File: config.mk
export PLATFORM = sky130hd
export DESIGN_NAME = adler32_checksum_unit
export DESIGN_NICKNAME = d
export VERILOG_FILES = /design/src/rtl/adl32_pkg.sv /design/src/rtl/adl32_lane.sv /design/src/rtl/adl32_merge.sv /design/src/rtl/adl32_accum.sv /design/src/rtl/adler32_checksum_unit.sv
export SDC_FILE = /design/constraint.sdc
export NUM_CORES = 1
export LEC_CHECK = 0
export ABC_AREA = 1
export BUFFER_PORTS_ARGS = -buffer_cell sky130_fd_sc_hd__buf_2
export CORE_AREA = 2 2 201 203
export DETAILED_ROUTE_END_ITERATION = 6
export DIE_AREA = 0 0 203 205
export PLACE_DENSITY = 0.67
export SYNTH_ARGS = -nofsm -noshare
export SYNTH_HDL_FRONTEND = slang
export SYNTH_SLANG_ARGS = --single-unit
File: constraint.sdc
create_clock -name clock -period 11.2 [get_ports clock]
set_input_delay 1.12 -clock clock [delete_from_list [all_inputs] [get_ports clock]]
set_output_delay 1.12 -clock clock [all_outputs]
set_load 0.05 [all_outputs]
File: src/rtl/adl32_pkg.sv
`timescale 1ns / 1ps
// ----------------------------------------------------------------------------
// Adler-32 checksum package
// Shared constants, stage payload types and the modular reduction helpers.
// ----------------------------------------------------------------------------
package adl32_pkg;

   localparam int BYTE_W     = 8;
   localparam int DATA_BYTES = 4;
   localparam int DATA_W     = BYTE_W * DATA_BYTES;
   localparam int COUNT_W    = 3;
   localparam int PROD_W     = BYTE_W + COUNT_W;
   localparam int HALF_W     = 16;
   localparam int SEED_W     = 2 * HALF_W;

   localparam logic [HALF_W-1:0] ADLER_MOD = 16'd65521;

   typedef struct packed {
      logic               first;
      logic               no_buffer;
      logic [SEED_W-1:0]  seed;
      logic [COUNT_W-1:0] count;
   } s1_ctrl_type;

   typedef struct packed {
      s1_ctrl_type        ctrl;
      logic [HALF_W-1:0]  byte_sum;
      logic [HALF_W-1:0]  weighted_sum;
   } s2_ctrl_type;

   // Brings a value below twice the modulus into range.
   function automatic logic [HALF_W-1:0] mod_once(input logic [HALF_W:0] v);
      logic [HALF_W:0] d;
      d = v - {1'b0, ADLER_MOD};
      mod_once = (v >= {1'b0, ADLER_MOD}) ? d[HALF_W-1:0] : v[HALF_W-1:0];
   endfunction

   // Brings a value below three times the modulus into range.
   function automatic logic [HALF_W-1:0] mod_twice(input logic [HALF_W+1:0] v);
      logic [HALF_W+1:0] m1;
      logic [HALF_W+1:0] m2;
      logic [HALF_W+1:0] r;
      m1 = {2'b00, ADLER_MOD};
      m2 = {1'b0, ADLER_MOD, 1'b0};
      if (v >= m2) begin
         r = v - m2;
      end else if (v >= m1) begin
         r = v - m1;
      end else begin
         r = v;
      end
      mod_twice = r[HALF_W-1:0];
   endfunction

endpackage

File: src/rtl/adl32_lane.sv
`timescale 1ns / 1ps
// ----------------------------------------------------------------------------
// Adler-32 byte lane
// Masks one byte by the request's count and weights it by the number of
// running sums that it still feeds within the request.
// ----------------------------------------------------------------------------
module adl32_lane #(
   parameter int LANE_IDX = 0
) (
   input  logic                               clock,
   input  logic                               load,
   input  logic [adl32_pkg::BYTE_W-1:0]       byte_in,
   input  logic [adl32_pkg::COUNT_W-1:0]      count,
   output logic [adl32_pkg::BYTE_W-1:0]       byte_ff,
   output logic [adl32_pkg::PROD_W-1:0]       prod_ff
);
   import adl32_pkg::*;

   localparam logic [4:0] IDX = 5'(LANE_IDX);

   logic                active;
   logic [COUNT_W-1:0]  weight;
   logic [4:0]          count_ext;
   logic [4:0]          diff;
   logic [BYTE_W-1:0]   byte_in_masked;
   logic [PROD_W-1:0]   prod_in;

   assign count_ext      = {2'b00, count};
   assign active         = count_ext > IDX;
   assign diff           = count_ext - IDX;
   assign weight         = active ? diff[COUNT_W-1:0] : '0;
   assign byte_in_masked = active ? byte_in : '0;
   assign prod_in        = PROD_W'(byte_in_masked) * PROD_W'(weight);

   always_ff @(posedge clock) begin
      if (load) begin
         byte_ff <= byte_in_masked;
         prod_ff <= prod_in;
      end
   end

endmodule

File: src/rtl/adl32_merge.sv
`timescale 1ns / 1ps
// ----------------------------------------------------------------------------
// Adler-32 lane merge
// Adds the lane bytes and the weighted lane bytes into the two per-request
// terms and holds them in the second pipeline stage.
// ----------------------------------------------------------------------------
module adl32_merge #(
   parameter int LANES = 4
) (
   input  logic                                        clock,
   input  logic                                        reset,
   input  logic                                        s1_valid,
   input  adl32_pkg::s1_ctrl_type                      s1_ctrl,
   input  logic [LANES-1:0][adl32_pkg::BYTE_W-1:0]     lane_byte,
   input  logic [LANES-1:0][adl32_pkg::PROD_W-1:0]     lane_prod,
   output logic                                        s1_ready,
   output logic                                        s2_valid,
   output adl32_pkg::s2_ctrl_type                      s2_ctrl,
   input  logic                                        s2_ready
);
   import adl32_pkg::*;

   logic              s2_valid_ff;
   logic              s2_valid_in;
   s2_ctrl_type       s2_ctrl_ff;
   logic [HALF_W-1:0] byte_sum;
   logic [HALF_W-1:0] weighted_sum;
   logic              take;

   always_comb begin
      byte_sum     = '0;
      weighted_sum = '0;
      for (int i = 0; i < LANES; i++) begin
         byte_sum     = byte_sum + HALF_W'(lane_byte[i]);
         weighted_sum = weighted_sum + HALF_W'(lane_prod[i]);
      end
   end

   assign s1_ready    = !s2_valid_ff || s2_ready;
   assign take        = s1_valid && s1_ready;
   assign s2_valid_in = take ? 1'b1 : (s2_ready ? 1'b0 : s2_valid_ff);

   always_ff @(posedge clock) begin
      if (reset) begin
         s2_valid_ff <= 1'b0;
      end else begin
         s2_valid_ff <= s2_valid_in;
      end
   end

   always_ff @(posedge clock) begin
      if (take) begin
         s2_ctrl_ff.ctrl         <= s1_ctrl;
         s2_ctrl_ff.byte_sum     <= byte_sum;
         s2_ctrl_ff.weighted_sum <= weighted_sum;
      end
   end

   assign s2_valid = s2_valid_ff;
   assign s2_ctrl  = s2_ctrl_ff;

endmodule

File: src/rtl/adl32_accum.sv
`timescale 1ns / 1ps
// ----------------------------------------------------------------------------
// Adler-32 accumulator
// Folds the merged request terms into the two running sums and holds the
// checksum in the output register.
// ----------------------------------------------------------------------------
module adl32_accum (
   input  logic                                clock,
   input  logic                                reset,
   input  logic                                s2_valid,
   input  adl32_pkg::s2_ctrl_type              s2_ctrl,
   output logic                                s2_ready,
   output logic                                rsp_valid,
   input  logic                                rsp_ready,
   output logic [adl32_pkg::SEED_W-1:0]        rsp_checksum
);
   import adl32_pkg::*;

   logic [HALF_W-1:0]  sum_low_ff;
   logic [HALF_W-1:0]  sum_low_in;
   logic [HALF_W-1:0]  sum_high_ff;
   logic [HALF_W-1:0]  sum_high_in;
   logic               rsp_valid_ff;
   logic               rsp_valid_in;
   logic [SEED_W-1:0]  rsp_data_ff;

   logic               fire;
   logic [HALF_W-1:0]  base_low;
   logic [HALF_W-1:0]  base_high;
   logic [HALF_W-1:0]  low0;
   logic [HALF_W-1:0]  high0;
   logic [HALF_W-1:0]  low_new;
   logic [18:0]        prod;
   logic [HALF_W:0]    fold;
   logic [HALF_W-1:0]  cross_term;
   logic [HALF_W+1:0]  high_sum;
   logic [HALF_W-1:0]  high_new;

   assign s2_ready = !rsp_valid_ff || rsp_ready;
   assign fire     = s2_valid && s2_ready;

   always_comb begin
      base_low  = s2_ctrl.ctrl.first ? s2_ctrl.ctrl.seed[HALF_W-1:0] : sum_low_ff;
      base_high = s2_ctrl.ctrl.first ? s2_ctrl.ctrl.seed[SEED_W-1:HALF_W] : sum_high_ff;
      low0      = mod_once({1'b0, base_low});
      high0     = mod_once({1'b0, base_high});
      low_new   = mod_once({1'b0, low0} + {1'b0, s2_ctrl.byte_sum});
      // 2^16 is congruent to 15, so the top bits fold back times fifteen.
      prod      = 19'(low0) * 19'(s2_ctrl.ctrl.count);
      fold      = {1'b0, prod[HALF_W-1:0]}
                + 17'({prod[18:16], 4'b0000}) - 17'(prod[18:16]);
      cross_term = mod_once(fold);
      high_sum  = 18'(high0) + 18'(cross_term) + 18'(s2_ctrl.weighted_sum);
      high_new  = mod_twice(high_sum);

      if (s2_ctrl.ctrl.no_buffer) begin
         sum_low_in  = 16'd1;
         sum_high_in = '0;
      end else if (s2_ctrl.ctrl.count == '0) begin
         sum_low_in  = base_low;
         sum_high_in = base_high;
      end else begin
         sum_low_in  = low_new;
         sum_high_in = high_new;
      end

      rsp_valid_in = fire ? 1'b1 : (rsp_ready ? 1'b0 : rsp_valid_ff);
   end

   always_ff @(posedge clock) begin
      if (reset) begin
         sum_low_ff   <= 16'd1;
         sum_high_ff  <= '0;
         rsp_valid_ff <= 1'b0;
      end else begin
         rsp_valid_ff <= rsp_valid_in;
         if (fire) begin
            sum_low_ff  <= sum_low_in;
            sum_high_ff <= sum_high_in;
         end
      end
   end

   always_ff @(posedge clock) begin
      if (fire) begin
         rsp_data_ff <= {sum_high_in, sum_low_in};
      end
   end

   assign rsp_valid    = rsp_valid_ff;
   assign rsp_checksum = rsp_data_ff;

`ifndef SYNTHESIS
   a_rsp_matches_sums: assert property (@(posedge clock) disable iff (reset)
      fire |=> (rsp_data_ff == {sum_high_ff, sum_low_ff}))
      else $error("Response checksum differs from the running sums.");

   a_no_buffer_gives_one: assert property (@(posedge clock) disable iff (reset)
      (fire && s2_ctrl.ctrl.no_buffer) |=> (rsp_data_ff == 32'd1))
      else $error("Absent-buffer request did not return one.");

   a_sums_reduced: assert property (@(posedge clock) disable iff (reset)
      (fire && !s2_ctrl.ctrl.no_buffer && (s2_ctrl.ctrl.count != '0))
      |=> ((sum_low_ff < ADLER_MOD) && (sum_high_ff < ADLER_MOD)))
      else $error("Running sums not reduced after absorbing bytes.");
`endif

endmodule

File: src/rtl/adler32_checksum_unit.sv
`timescale 1ns / 1ps
// ----------------------------------------------------------------------------
// Adler-32 checksum unit
// Running Adler-32 checksum over a byte stream, up to four bytes per request,
// with byte lanes side by side, a lane merge and a running-sum accumulator.
//
//   Channel | Direction | Fields
//   req     | in        | first, seed, no_buffer, data_bytes, byte_count
//   rsp     | out       | checksum
//
// One request per cycle is sustained while responses are taken; a checksum passes
// in turn through the lane stage, the merge stage and the output register.
// The running-sum update with its modular folding is combinational ahead of the sum registers.
// Reset sets the sums to the Adler-32 start value 1; no clearing pass.
// Each stage holds while full and its successor is stalled; earlier stages
// keep taking requests until they fill.
// ----------------------------------------------------------------------------
module adler32_checksum_unit #(
   parameter int LANES = 4
) (
   input  logic                                clock,
   input  logic                                reset,
   input  logic                                req_valid,
   output logic                                req_ready,
   input  logic                                req_first,
   input  logic [adl32_pkg::SEED_W-1:0]        req_seed,
   input  logic                                req_no_buffer,
   input  logic [adl32_pkg::DATA_W-1:0]        req_data_bytes,
   input  logic [adl32_pkg::COUNT_W-1:0]       req_byte_count,
   output logic                                rsp_valid,
   input  logic                                rsp_ready,
   output logic [adl32_pkg::SEED_W-1:0]        rsp_checksum
);
   import adl32_pkg::*;

   logic                            s1_valid_ff;
   logic                            s1_valid_in;
   s1_ctrl_type                     s1_ctrl_ff;
   logic                            s1_ready;
   logic                            load;
   logic [COUNT_W-1:0]              count_sat;
   logic [LANES-1:0][BYTE_W-1:0]    lane_byte;
   logic [LANES-1:0][PROD_W-1:0]    lane_prod;
   logic                            s2_valid;
   s2_ctrl_type                     s2_ctrl;
   logic                            s2_ready;

   assign count_sat = ({2'b00, req_byte_count} > 5'(LANES)) ? COUNT_W'(LANES)
                                                            : req_byte_count;
   assign req_ready   = !s1_valid_ff || s1_ready;
   assign load        = req_valid && req_ready;
   assign s1_valid_in = load ? 1'b1 : (s1_ready ? 1'b0 : s1_valid_ff);

   always_ff @(posedge clock) begin
      if (reset) begin
         s1_valid_ff <= 1'b0;
      end else begin
         s1_valid_ff <= s1_valid_in;
      end
   end

   always_ff @(posedge clock) begin
      if (load) begin
         s1_ctrl_ff.first     <= req_first;
         s1_ctrl_ff.no_buffer <= req_no_buffer;
         s1_ctrl_ff.seed      <= req_seed;
         s1_ctrl_ff.count     <= count_sat;
      end
   end

   for (genvar i = 0; i < LANES; i++) begin : g_lane
      logic [BYTE_W-1:0] lane_in;
      if (i < DATA_BYTES) begin : g_data
         assign lane_in = req_data_bytes[i*BYTE_W +: BYTE_W];
      end else begin : g_zero
         assign lane_in = '0;
      end
      adl32_lane #(
         .LANE_IDX (i)
      ) u_lane (
         .clock   (clock),
         .load    (load),
         .byte_in (lane_in),
         .count   (count_sat),
         .byte_ff (lane_byte[i]),
         .prod_ff (lane_prod[i])
      );
   end

   adl32_merge #(
      .LANES (LANES)
   ) u_merge (
      .clock     (clock),
      .reset     (reset),
      .s1_valid  (s1_valid_ff),
      .s1_ctrl   (s1_ctrl_ff),
      .lane_byte (lane_byte),
      .lane_prod (lane_prod),
      .s1_ready  (s1_ready),
      .s2_valid  (s2_valid),
      .s2_ctrl   (s2_ctrl),
      .s2_ready  (s2_ready)
   );

   adl32_accum u_accum (
      .clock        (clock),
      .reset        (reset),
      .s2_valid     (s2_valid),
      .s2_ctrl      (s2_ctrl),
      .s2_ready     (s2_ready),
      .rsp_valid    (rsp_valid),
      .rsp_ready    (rsp_ready),
      .rsp_checksum (rsp_checksum)
   );

endmodule
======== Word level (Yosys, flattened, before mapping) ========
Cells that the tools add are included.
word-level totals
  word-level logic and storage cells ...... 100
  input port bits ......................... 73
  flip-flop bits (word level) ............. 249
cells by class
  multipliers ............................. 5
  add/subtract/negate cells ............... 20
  muxes and demuxes ....................... 27
  order comparisons ....................... 11
  reduce and logical (&&, ||, !) cells .... 13
operators with widths
  kind                                                                      count
  16-bit two-way mux                                                        12
  16-bit subtractor (second input constant)                                 6
  8-bit by 3-bit multiplier with 11-bit output                              4
  16-bit by 16-bit adder with 17-bit output                                 2
  17-bit by 16-bit >= comparator with 1-bit output (second input constant)  2
  16-bit by 11-bit adder with 16-bit output                                 2
  16-bit by 8-bit adder with 16-bit output                                  2
  16-bit >= comparator (second input constant)                              2
  8-bit two-way mux                                                         4
  16-bit by 3-bit multiplier with 19-bit output                             1
  17-bit by 16-bit adder with 18-bit output                                 1
  18-bit by 16-bit >= comparator with 1-bit output (second input constant)  1
  18-bit by 17-bit >= comparator with 1-bit output (second input constant)  1
  16-bit by 7-bit adder with 17-bit output                                  1
  17-bit by 3-bit subtractor with 17-bit output                             1
  3-bit two-way mux                                                         5
  11-bit by 11-bit adder with 12-bit output                                 1
  8-bit by 8-bit adder with 9-bit output                                    1
  3-bit by 1-bit > comparator with 1-bit output (second input constant)     2
  3-bit by 2-bit > comparator with 1-bit output (second input constant)     2
  1-bit two-way mux                                                         6
  2-bit nonzero test                                                        3
  3-bit by 2-bit subtractor with 3-bit output (second input constant)       2
  3-bit > comparator (second input constant)                                1
  other kinds (5)                                                           11

======== Logic depth before layout (Yosys ltp) ========
Gate-level depths: netlist (run 1).
  depth after elaboration ................. 15
  gate-level depth with buffers ........... 81
  mapped depth without buffers ............ 79

======== Hierarchy ========
A second synthesis (run 1) with hierarchy kept.
second synthesis, totals
  cells, all modules ...................... 2,798
  area total of the unflattened synthesis .. 21,201.6 um^2
modules (own cells, without submodules)
  module                         area an instance (um^2)  instances  cells each
  adl32_accum                    10,704.0                 1          1,773
  adl32_merge                    3,937.5                  1          372
  adl32_lane (g_lane[3].u_lane)  1,396.3                  1          154
  adl32_lane (g_lane[0].u_lane)  1,373.8                  1          157
  adl32_lane (g_lane[1].u_lane)  1,311.3                  1          150
  adl32_lane (g_lane[2].u_lane)  1,301.2                  1          144
  adler32_checksum_unit          1,177.4                  1          48

======== Worst setup path after synthesis (run 1) ========
OpenSTA, ideal clock, no wires.
  kind .................................... reg2reg
  start point ............................. reg u_merge.s2_ctrl_ff, in the netlist u_merge.s2_ctrl[68]
  end point ............................... reg u_accum.rsp_data_ff[19], in the netlist u_accum.rsp_checksum[19] (data pin)
  stages on the path, launching flop included .. 73
  setup slack ............................. 896 ps
  data required time ...................... 10,949 ps
  arrival ................................. 10,053 ps
  clock period less this slack ............ 10,304 ps
  cells stage by stage .................... edfxtp_1 -> buf_6 -> buf_2 -> nand2_1 -> nand2_1 -> inv_1 -> ha_1 -> nand3_1 -> nor3_2 -> nor2_4 -> nand2_4 -> nor3_1 -> o22ai_1 -> nand2_1 -> fa_1 -> inv_1 -> ha_1 -> a21oi_1 -> [37 not listed] -> nand2_1 -> nand2_1 -> nand2_1 -> nand2_2 -> a21o_1 -> xor2_2 -> nand2_1 -> nor2_2 -> nand3_1 -> nand2_2 -> buf_4 -> nand2_1 -> o21ai_0 -> nand2_1 -> nand2_1 -> nand2_1 -> nand2_1 -> inv_1
between the ends
  cells in the longest elaborated chain, start to end .. 15
  elaborated cells between the ends (all ways) .. 24
  those cells by class .................... 9 x add/sub; 1 x mul; 5 x order compare; 9 x mux
ends and longest elaborated chain
  element                                                                                RTL line                          text
  from (decl)                                                                            adl32_merge.sv:25                 s2_ctrl_type s2_ctrl_ff;
  16-bit two-way mux                                                                     adl32_accum.sv:43                 base_low = s2_ctrl.ctrl.first ? s2_ctrl.ctrl.seed[HALF_W-1:0] : sum_low_ff;
  16-bit subtractor or 16-bit >= comparator (tied branches)                              adl32_pkg.sv:34, adl32_pkg.sv:35
  16-bit two-way mux                                                                     adl32_pkg.sv:35                   mod_once = (v >= {1'b0, ADLER_MOD}) ? d[HALF_W-1:0] : v[HALF_W-1:0];
  16-bit by 3-bit multiplier with 19-bit output                                          adl32_accum.sv:49                 prod = 19'(low0) * 19'(s2_ctrl.ctrl.count);
  16-bit by 7-bit adder with 17-bit output                                               adl32_accum.sv:51                 + 17'({prod[18:16], 4'b0000}) - 17'(prod[18:16]);
  17-bit by 3-bit subtractor with 17-bit output                                          adl32_accum.sv:51
  16-bit subtractor or 17-bit by 16-bit >= comparator with 1-bit output (tied branches)  adl32_pkg.sv:34, adl32_pkg.sv:35
  16-bit two-way mux                                                                     adl32_pkg.sv:35
  16-bit by 16-bit adder with 17-bit output                                              adl32_accum.sv:53                 high_sum = 18'(high0) + 18'(cross_term) + 18'(s2_ctrl.weighted_sum);
  17-bit by 16-bit adder with 18-bit output                                              adl32_accum.sv:53
  16-bit subtractor or 18-bit by 16-bit >= comparator with 1-bit output (tied branches)  adl32_pkg.sv:48, adl32_pkg.sv:47
  16-bit two-way mux                                                                     adl32_pkg.sv:47                   end else if (v >= m1) begin
  16-bit two-way mux                                                                     adl32_pkg.sv:45                   if (v >= m2) begin
  16-bit two-way mux (*)                                                                 adl32_accum.sv:59                 end else if (s2_ctrl.ctrl.count == '0) begin
  16-bit two-way mux (*)                                                                 adl32_accum.sv:56                 if (s2_ctrl.ctrl.no_buffer) begin
  named net u_accum.sum_high_in[3]                                                       adl32_accum.sv:22                 logic [HALF_W-1:0] sum_high_in;
  to (signal assigned)                                                                   adl32_accum.sv:86                 rsp_data_ff <= {sum_high_in, sum_low_in};
  to (decl)                                                                              adl32_accum.sv:25                 logic [SEED_W-1:0] rsp_data_ff;
Mark *: on every way through the listed nets, which the timed path passes. The rest lies on a longest branch.
A chain may end at the register's enable or synchronous reset.

======== Worst setup path after layout (run 1) ========
  start point ............................. reg u_merge.s2_ctrl_ff, in the netlist u_merge.s2_ctrl[68]
  end point ............................... reg u_accum.rsp_data_ff[22], in the netlist u_accum.rsp_checksum[22] (data pin)
The elaborated chain is that of the path after synthesis.

==> metrics.yaml, run 1 <==
place:
  post-place-cells: 3031
  post-place-ws_ns: -0.248
  place.gp.congestion: 0.932
  dp_hpwl_um: 39900
  io_buffers: 106
logic_synthesis:
  synth-simple-area-share_pct: 21.2
  yosysWarnings: 0
  yosysMostFrequentCell: "nand2_1"
  synthCells: 2419
  ys_types: 56
  synthArstFlopShare_pct: 0
  synth_edf_count: 203
  synthTopCellsByCount: "nand2_1 (584), inv_1 (469), edfxtp_1 (203), ha_1 (166), nor2_1 (162)"
  synthFlopType: "edfxtp_1"
  synth_seq_cells: 238
  muxShareOfSynthArea_pct: 0.307
  synth_fa_ha_area_share_pct: 18.4
  synth-xor-area-share_pct: 6.19
  synth_area_leaders: "edfxtp_1 (31%), nand2_1 (11%), ha_1 (11%)"
  synth_area_per_cell_um2: 8.10
  synth_top_family_by_area: "simple AND/OR/NAND/NOR gates"
  synth_area_leader_cell: "edfxtp_1"
  synth_compound_area_share_pct: 8.58
  synth_top_area_share_pct: 31.1
  syn_area_um2: 19600
  yosysSeqAreaShare_pct: 34.7
finish:
  synthToLayoutAreaGrowth_pct: 13.0
  drive_gt1_share_pct: 13.3
  diodes: 0
  final_nets: 2867
  finalNonFillerCells: 3097
clocking:
  cts_tree: "yes"
  h-tree-depth: 1
  cts_root_buffer: "clkbuf_16"
  path_clk_slew_ns: 0.06
  ctsHoldBuffers: 0
  cts_sinks: 238
  clockBufferDepth: 3
  clock_latency_ns: 0.54
  numCtsBuffers: 26
critical_path:
  cp_max_fo: 21
  slowest_delay_ns: 0.55
  cp-startpoint: "u_merge.s2_ctrl[68]"
  path_class: "flop to flop"
  path_common_cell: "nand2_1"
  startpoint_type: "flop"
  cp_data_arrival_time_ns: 10.86
  rr_worst_depth: 71
  end_kind: "flop"
  r2r_end: "u_accum.rsp_checksum[22]"
  timing.reg2reg.setup_slack_ns: 0.63
  crit_required_ns: 11.49
  crit_path_top_delay_cell: "fa_1"
  r2r-start: "u_merge.s2_ctrl[68]"
sta:
  fin_crit_ns: 10.57
  finalClockSkew_ns: 0.0146
  min_period_over_period_pct: 94.4
  fmax_mhz: 94.6
  rsz0062_at_grt: "true"
  final_max_slew_viol_count: 0
  finalWorstSetupSlack_ns: 0.628
  tightest_slew_ns: 1.27
  hold_viol_final: 0
  slew_headroom_pct: 15.3
  setup_viol: 0
min_path:
  holdCritStartpoint: "s1_ctrl_ff[32]"
  min_path_type: "flop to flop"
  holdPathStages: 0
  whs_endpoint: "u_merge.s2_ctrl[64]"
run:
  maxCapViolations: 0
die:
  chipHeight_um: 205
  die_area_um2: 41600
  ioPinCount: 107
  die_w_um: 203
  core-area_um2: 39400
  rows: 73
  initial_utilization_pct: 49.8
detailed_routing:
  ant_nets: 0
  wl_per_cell_um: 16.1
  num_vias: 15900
  route.detailed.drc: 2
  drt_iter0_drc: 984
  drt_wl_total_um: 49900
  firstDrtPassIters: 7
  via_per_inst: 5.14
grt:
  grt_pass1_wl_um: 79000
  antenna_found_initial: 1
  grt_max_degree: 77
  grt.overflow.total: 0
  first_global_vias: 15600
  grt_use_total_pct: 24.1
outcome:
  failed_checks: "DRC"
  status: "complete, but fails checks"
## cells by family (layout without fill, tap and decap cells)
| family | Yosys count | in the layout |
|---|---|---|
| mux | 6 | 6 |
| buf+inv | 532 | 682 |
| other cells | 1 | 2 |
| flops | 238 | 238 |
| fa+ha+maj | 242 | 242 |
| simple gates | 965 | 967 |
| compound gates | 303 | 303 |
| xor+xnor | 132 | 132 |
## cells in the final DEF (no fill, tap or decap), types with 15 or more instances in the layout
| master | Yosys | final |
|---|---|---|
| nand3_1 | 103 | 99 |
| o21ai_0 | 75 | 69 |
| nand2_1 | 584 | 574 |
| xnor2_1 | 33 | 32 |
| edfxtp_1 | 203 | 203 |
| nand2_2 | 28 | 36 |
| a21oi_2 | 10 | 15 |
| fa_1 | 76 | 74 |
| buf_4 | 2 | 40 |
| nor3_1 | 26 | 24 |
| clkbuf_16 | 0 | 28 |
| dfxtp_1 | 35 | 35 |
| o21ai_1 | 16 | 20 |
| nand4_1 | 16 | 16 |
| xor2_1 | 93 | 93 |
| inv_1 | 469 | 463 |
| ha_1 | 166 | 162 |
| buf_2 | 5 | 106 |
| a21oi_1 | 145 | 138 |
| nor2_1 | 162 | 158 |
## per-stage QoR
step           util, %  hold WS, ns  TNS, ns  instance area, µm²
2_1_floorplan        -        0.400        0               19600
3_3_place_gp      52.7        0.402   -0.171               20800
3_5_place_dp      52.7        0.405    -4.71               20800
4_1_cts           55.3        0.419        0               21800
5_1_grt           56.3        0.428    -1.50               22100
6_report          56.3        0.418        0               22100
## flip-flops by register name (all words and copies together) (netlist names)
name / flops
u_merge.s2_ctrl: 60
g_lane.u_lane.prod_ff: 44
s1_ctrl_ff: 37
s1_valid_ff: 1
u_accum.rsp_valid: 1
u_merge.s2_valid: 1
g_lane.u_lane.byte_ff: 30
u_accum.sum_low_ff: 16
u_accum.sum_high_ff: 16
u_accum.rsp_checksum: 32
## cell type report
class	count	area [µm²]
multi-input cells	1652	11000
clock buffers	32	734
well taps	525	657
fillers	3684	17200
inverters	482	1830
flip-flops and latches	238	6800
repair buffers	152	938
clock inverters	16	205
## metal layers
layer  routed length (µm)  up-vias  GRT usage, %
li1                     -     7931             -
met1                20800     7390          29.6
met2                24300      470          42.9
met3                 2650      114          3.12
met4                 2170        0          9.78
met5                    0        -             0
## repair_timing
item / 4_1_cts / 5_1_grt
gates cloned: 2 / 1
buffers inserted: 0 / 15
setup endpoints to repair: 32 / 32
pin swaps: 1 / 21
gates resized for setup: 9 / 63
## worst max path at each step
stage | depth (start not counted) | end | slack [ns]
detailed placement | 69 | u_accum.rsp_checksum[20] | -0.25
floorplan | 72 | u_accum.rsp_checksum[19] | 0.90
finish | 71 | u_accum.rsp_checksum[22] | 0.63
global route | 69 | u_accum.rsp_checksum[23] | -0.13
CTS | 70 | u_accum.rsp_checksum[22] | 0.004
global placement | 69 | u_accum.rsp_checksum[23] | -0.05
## worst max-delay path: cells and delay by family (launching register included)
| family | cells | cell delay, ns |
|---|---|---|
| fa+ha+maj | 8 | 2.83 |
| xor+xnor | 2 | 0.37 |
| compound gates | 12 | 1.78 |
| buf+inv | 10 | 0.91 |
| simple gates | 39 | 4.00 |
| flops | 1 | 0.40 |
Power of run 1 is left out: the tool's default activity adds up to more than one toggle a clock period on the data nets, which glitch-free logic cannot reach.
==> run 2, diff against run 1 <==
- CORE_AREA: 2 2 201 203 -> 2 2 180 182
- DIE_AREA: 0 0 203 205 -> 0 0 182 184
- PLACE_DENSITY: 0.67 -> 0.81
==> run 2 against run 1 <==
Effect of this change: the flow now finishes without violations; worst setup slack worse by 0.15 ns; maximum frequency is 1.4% lower; via count is 2.1% higher; clock-buffer cell count stayed put; non-clock buffer count is 15 higher; sequential share of layout area is 0.099 points lower; die area is 20% lower; highest routed layer unchanged.
==> metrics.yaml, run 2 (synthesis results as in run 1) <==
critical_path:
  path_common_cell: "nand2_1"
  end_kind: "flop"
  crit_required_ns: 11.51  # +0.02 ns
  cp_max_fo: 9  # -57%
  cp_data_arrival_time_ns: 11.03  # +0.17 ns
  path_class: "flop to flop"
  crit_path_top_delay_cell: "fa_1"
  startpoint_type: "flop"
  slowest_delay_ns: 0.54  # about the same
finish:
  synthToLayoutAreaGrowth_pct: 13.4
  diodes: 0  # unchanged
  nFillCells: 2519  # -32%
  postLayoutCoreUtil_pct: 70.8  # +15 points
  final_cell_mix: "nand2_1 (566), inv_1 (459), edfxtp_1 (203)"
  final_nets: 2887  # +0.70%
  largest_reg_flops: 60  # unchanged
  final_common_cell: "nand2_1"
  drive_gt1_share_pct: 14.7  # +1.4 points
grt:
  grt_pass1_wl_um: 79200  # +0.22%
  grt_max_degree: 81  # +5.2%
  grt_use_total_pct: 30.0  # +5.8 points
  antenna_found_initial: 0  # -1
  grt.overflow.total: 0  # unchanged
  first_global_vias: 15700  # +0.73%
place:
  place.gp.congestion: 0.964  # +3.5%
  io_buffers: 106  # unchanged
  dp_hpwl_um: 39800  # -0.20%
sta:
  slew_headroom_pct: 30.7  # +15 points
  setup_viol: 0  # unchanged
  min_period_over_period_pct: 95.7  # +1.3 points
  hold_viol_final: 0  # unchanged
  fin_crit_ns: 10.72  # +0.149 ns
  tightest_slew_ns: 1.04  # -0.230 ns
  finalSetupTns_ns: 0  # unchanged
  fmax_mhz: 93.3  # -1.4%
  finalClockSkew_ns: 0.0176  # +0.00295 ns
  final_max_slew_viol_count: 0  # unchanged
die:
  rows: 65  # -11%
  chipHeight_um: 184  # -10%
  ioPinCount: 107  # unchanged
  die_area_um2: 33500  # -20%
  initial_utilization_pct: 62.4  # +13 points
  die_w_um: 182  # -10%
  core-area_um2: 31400  # -20%
clocking:
  path_clk_slew_ns: 0.07  # about the same
  clockBufferDepth: 3  # unchanged
  h-tree-depth: 1  # unchanged
  cts_tree: "yes"
  numCtsBuffers: 26  # unchanged
  clock_latency_ns: 0.57  # +0.03 ns
  ctsHoldBuffers: 0  # unchanged
  cts_root_buffer: "clkbuf_16"
  cts_sinks: 238  # unchanged
detailed_routing:
  route.detailed.drc: 0  # -2
  via_per_inst: 5.43  # +5.7%
  ant_nets: 0  # unchanged
  wl_per_cell_um: 17.2  # +6.4%
  firstDrtPassIters: 6  # -1
  drt_iter0_drc: 1419  # +44%
  num_vias: 16200  # +2.1%
  drt_wl_total_um: 51400  # +2.9%
outcome:
  status: "complete, no violations"
run:
  maxCapViolations: 0  # unchanged
min_path:
  min_path_type: "flop to flop"
==> run 2: metal layers <==
| metal | track usage, % | vias to the layer above | routed length [µm] |
|---|---|---|---|
| li1 | - | 7990 | - |
| met1 | 39.3 | 7485 | 21200 |
| met2 | 51.7 | 641 | 24900 |
| met3 | 3.78 | 129 | 3360 |
| met4 | 10.2 | 0 | 1860 |
| met5 | 0 | - | 0 |
==> run 2: path summary, 6_finish.rpt <==
check,from,end,slack [ns],cells past startpoint
hold reg to reg,s1_ctrl_ff[6],u_merge.s2_ctrl[38],0.42,0
setup / recovery,u_merge.s2_ctrl[68],u_accum.rsp_checksum[23],0.48,66
setup reg to reg,u_merge.s2_ctrl[68],u_accum.rsp_checksum[23],0.48,66
hold / removal,s1_ctrl_ff[6],u_merge.s2_ctrl[38],0.42,0
==> run 2: worst max-delay path: cells and delay by family, from the launching register on <==
| kind | cells | cell delay, ns |
|---|---|---|
| flops | 1 | 0.52 |
| xor+xnor | 3 | 0.66 |
| fa+ha+maj | 7 | 2.53 |
| compound gates | 13 | 1.99 |
| simple gates | 33 | 3.56 |
| buf+inv | 10 | 1.21 |
==> run 2: cell type report <==
| type | count | area, µm² | share of cell area (%) |
|---|---|---|---|
| Clock buffer | 32 | 673 | 3.03 |
| Clock inverter | 16 | 193 | 0.867 |
| Inverter | 482 | 1830 | 8.22 |
| Multi-Input combinational cell | 1657 | 11200 | 50.5 |
| Sequential cell | 238 | 6800 | 30.6 |
| Tap cell | 402 | 503 | 2.26 |
| Timing Repair Buffer | 167 | 1010 | 4.57 |
==> run 2: metrics by stage <==
| step | hold slack [ns] | instance area (µm²) | setup slack (ns) | std cells |
|---|---|---|---|---|
| final | 0.416 | 22200 | 0.479 | 2994 |
| after global routing | 0.422 | 22200 | -0.244 | 2994 |
| after CTS | 0.419 | 21500 | 0.0366 | 2958 |
| after detailed placement | 0.405 | 20600 | -0.295 | 2907 |
| after global placement | 0.402 | 20600 | -0.0387 | 2907 |
| after floorplan | 0.400 | 19600 | 0.896 | 2420 |
==> run 2: repair_timing <==
action	4_1_cts	5_1_grt
gates cloned	2	6
pin swaps	1	37
buffers inserted	1	30
gates resized for setup	15	89
endpoints found under the setup margin	32	32
Power of run 2 is left out for the same reason.
==> run 3, diff against run 2 <==
- CORE_AREA: 2 2 180 182 -> 2 2 189 173
- DIE_AREA: 0 0 182 184 -> 0 0 191 175
==> run 3 against run 2 <==
Effect of this change: flip-flop and latch count is the same; cell area is 1.1% lower; clock skew increased by 0.019 ns; clock-buffer cell count down 3; cell count rose by 0.13%; die area down 0.19%; maximum frequency increased by 2.6%.
==> metrics.yaml, run 3 (synthesis results as in run 1) <==
critical_path:
  startpoint_type: "flop"
  cp_max_fo: 18  # +9
  critPathBufInv: 9  # -1
  cp_data_arrival_time_ns: 10.75  # -0.28 ns
  end_kind: "flop"
  path_common_cell: "nand2_1"
  slowest_delay_ns: 0.51  # -0.03 ns
  cp_top_family: "simple AND/OR/NAND/NOR gates"
  crit_path_top_delay_cell: "fa_1"
  crit_required_ns: 11.51  # about the same
  path_class: "flop to flop"
die:
  chipHeight_um: 175  # -4.9%
  die_w_um: 191  # +4.9%
  initial_utilization_pct: 62.4  # about the same
  die_area_um2: 33400  # -0.19%
  core-area_um2: 31400  # about the same
  rows: 62  # -4.6%
  ioPinCount: 107  # unchanged
min_path:
  min_path_type: "flop to flop"
grt:
  grt_pass1_wl_um: 81600  # +3.1%
  met2_usage_pct: 52.7  # +1.0 points
  grt.overflow.total: 0  # unchanged
  grt_max_degree: 96  # +19%
  antenna_found_initial: 0  # unchanged
  first_global_vias: 16300  # +3.9%
  grt_use_total_pct: 31.0  # +1.0 points
  use_met1_pct: 40.0  # +0.77 points
  grtUsageMet3_pct: 3.25  # -0.53 points
  busiest_layer: "met2"
detailed_routing:
  wl_per_cell_um: 17.1  # -0.21%
  num_vias: 16400  # +1.2%
  drt_wl_total_um: 51300  # about the same
  route.detailed.drc: 0  # unchanged
  via_per_inst: 5.48  # +1.1%
  firstDrtPassIters: 5  # -1
  drt_iter0_drc: 1266  # -11%
  ant_nets: 0  # unchanged
clocking:
  clock_latency_ns: 0.55  # -0.02 ns
  cts_tree: "yes"
  numCtsBuffers: 25  # -3.8%
  cts_sinks: 238  # unchanged
  h-tree-depth: 1  # unchanged
  clockBufferDepth: 3  # unchanged
  cts_root_buffer: "clkbuf_16"
  ctsHoldBuffers: 0  # unchanged
  path_clk_slew_ns: 0.07  # about the same
sta:
  final_max_slew_viol_count: 0  # unchanged
  finalClockSkew_ns: 0.0364  # +0.0188 ns
  hold_ws_ns: 0.407  # -0.00959 ns
  tightest_slew_ns: 1.29  # +0.255 ns
  setup_viol: 0  # unchanged
  fmax_mhz: 95.7  # +2.6%
  hold_viol_final: 0  # unchanged
  fin_crit_ns: 10.45  # -0.275 ns
  rsz0062_at_grt: "true"
  min_period_over_period_pct: 93.3  # -2.5 points
  finalWorstSetupSlack_ns: 0.754  # +0.275 ns
  slew_headroom_pct: 13.7  # -17 points
finish:
  diodes: 0  # unchanged
  final_nets: 2878  # -0.31%
  largest_reg_flops: 60  # unchanged
  synthToLayoutAreaGrowth_pct: 12.2
  final_common_cell: "nand2_1"
  drive_gt1_share_pct: 13.9  # -0.83 points
  final_cell_mix: "nand2_1 (563), inv_1 (464), edfxtp_1 (203)"
  postLayoutCoreUtil_pct: 70.0  # -0.80 points
place:
  place.gp.congestion: 0.972  # +0.83%
  io_buffers: 106  # unchanged
  dp_hpwl_um: 40400  # +1.6%
  post-place-ws_ns: -0.265  # +0.0300 ns
outcome:
  status: "complete, no violations"
run:
  maxCapViolations: 0  # unchanged
==> run 3: final cells by class <==
type / instances / area [µm²]
inverters: 482 / 1820
well taps: 416 / 520
clock buffers: 29 / 641
multi-input cells: 1652 / 11000
flip-flops and latches: 238 / 6800
fillers: 2475 / 9430
clock inverters: 17 / 211
repair buffers: 164 / 1020
==> run 3: metal layers <==
| layer | share of wire [%] | up-vias |
|---|---|---|
| li1 | - | 7966 |
| met1 | 41 | 7699 |
| met2 | 48 | 642 |
| met3 | 6.2 | 137 |
| met4 | 4.9 | 0 |
| met5 | 0 | - |
==> run 3: worst paths after layout <==
path,from,endpoint,slack (ns),cells past startpoint
max reg2reg,u_merge.s2_ctrl[68],u_accum.rsp_checksum[19],0.75,74
min reg2reg,s1_ctrl_ff[2],u_merge.s2_ctrl[34],0.41,0
min,s1_ctrl_ff[2],u_merge.s2_ctrl[34],0.41,0
max,u_merge.s2_ctrl[68],u_accum.rsp_checksum[19],0.75,74
==> run 3: through the flow <==
stage,cell area (µm²),cells,setup TNS [ns]
final,22000,2998,0
after global routing,22000,2998,-0.691
after CTS,21600,2979,0
after detailed placement,20700,2932,-5.85
after global placement,20700,2932,-0.364
after floorplan,19600,2420,0
==> run 3: timing repair <==
action / 4_1_cts / 5_1_grt
pin swaps: 0 / 20
gates cloned: 0 / 3
setup buffers: 1 / 16
setup endpoints to repair: 32 / 32
gates resized for setup: 3 / 70
==> run 3: worst register-to-register path: cells and delay by family, from the launching register on <==
| kind | cells | cell delay [ns] |
|---|---|---|
| compound gates | 12 | 1.69 |
| flops | 1 | 0.42 |
| xor+xnor | 2 | 0.37 |
| simple gates | 43 | 4.21 |
| buf+inv | 9 | 0.86 |
| fa+ha+maj | 8 | 2.67 |
Power of run 3 is left out for the same reason.
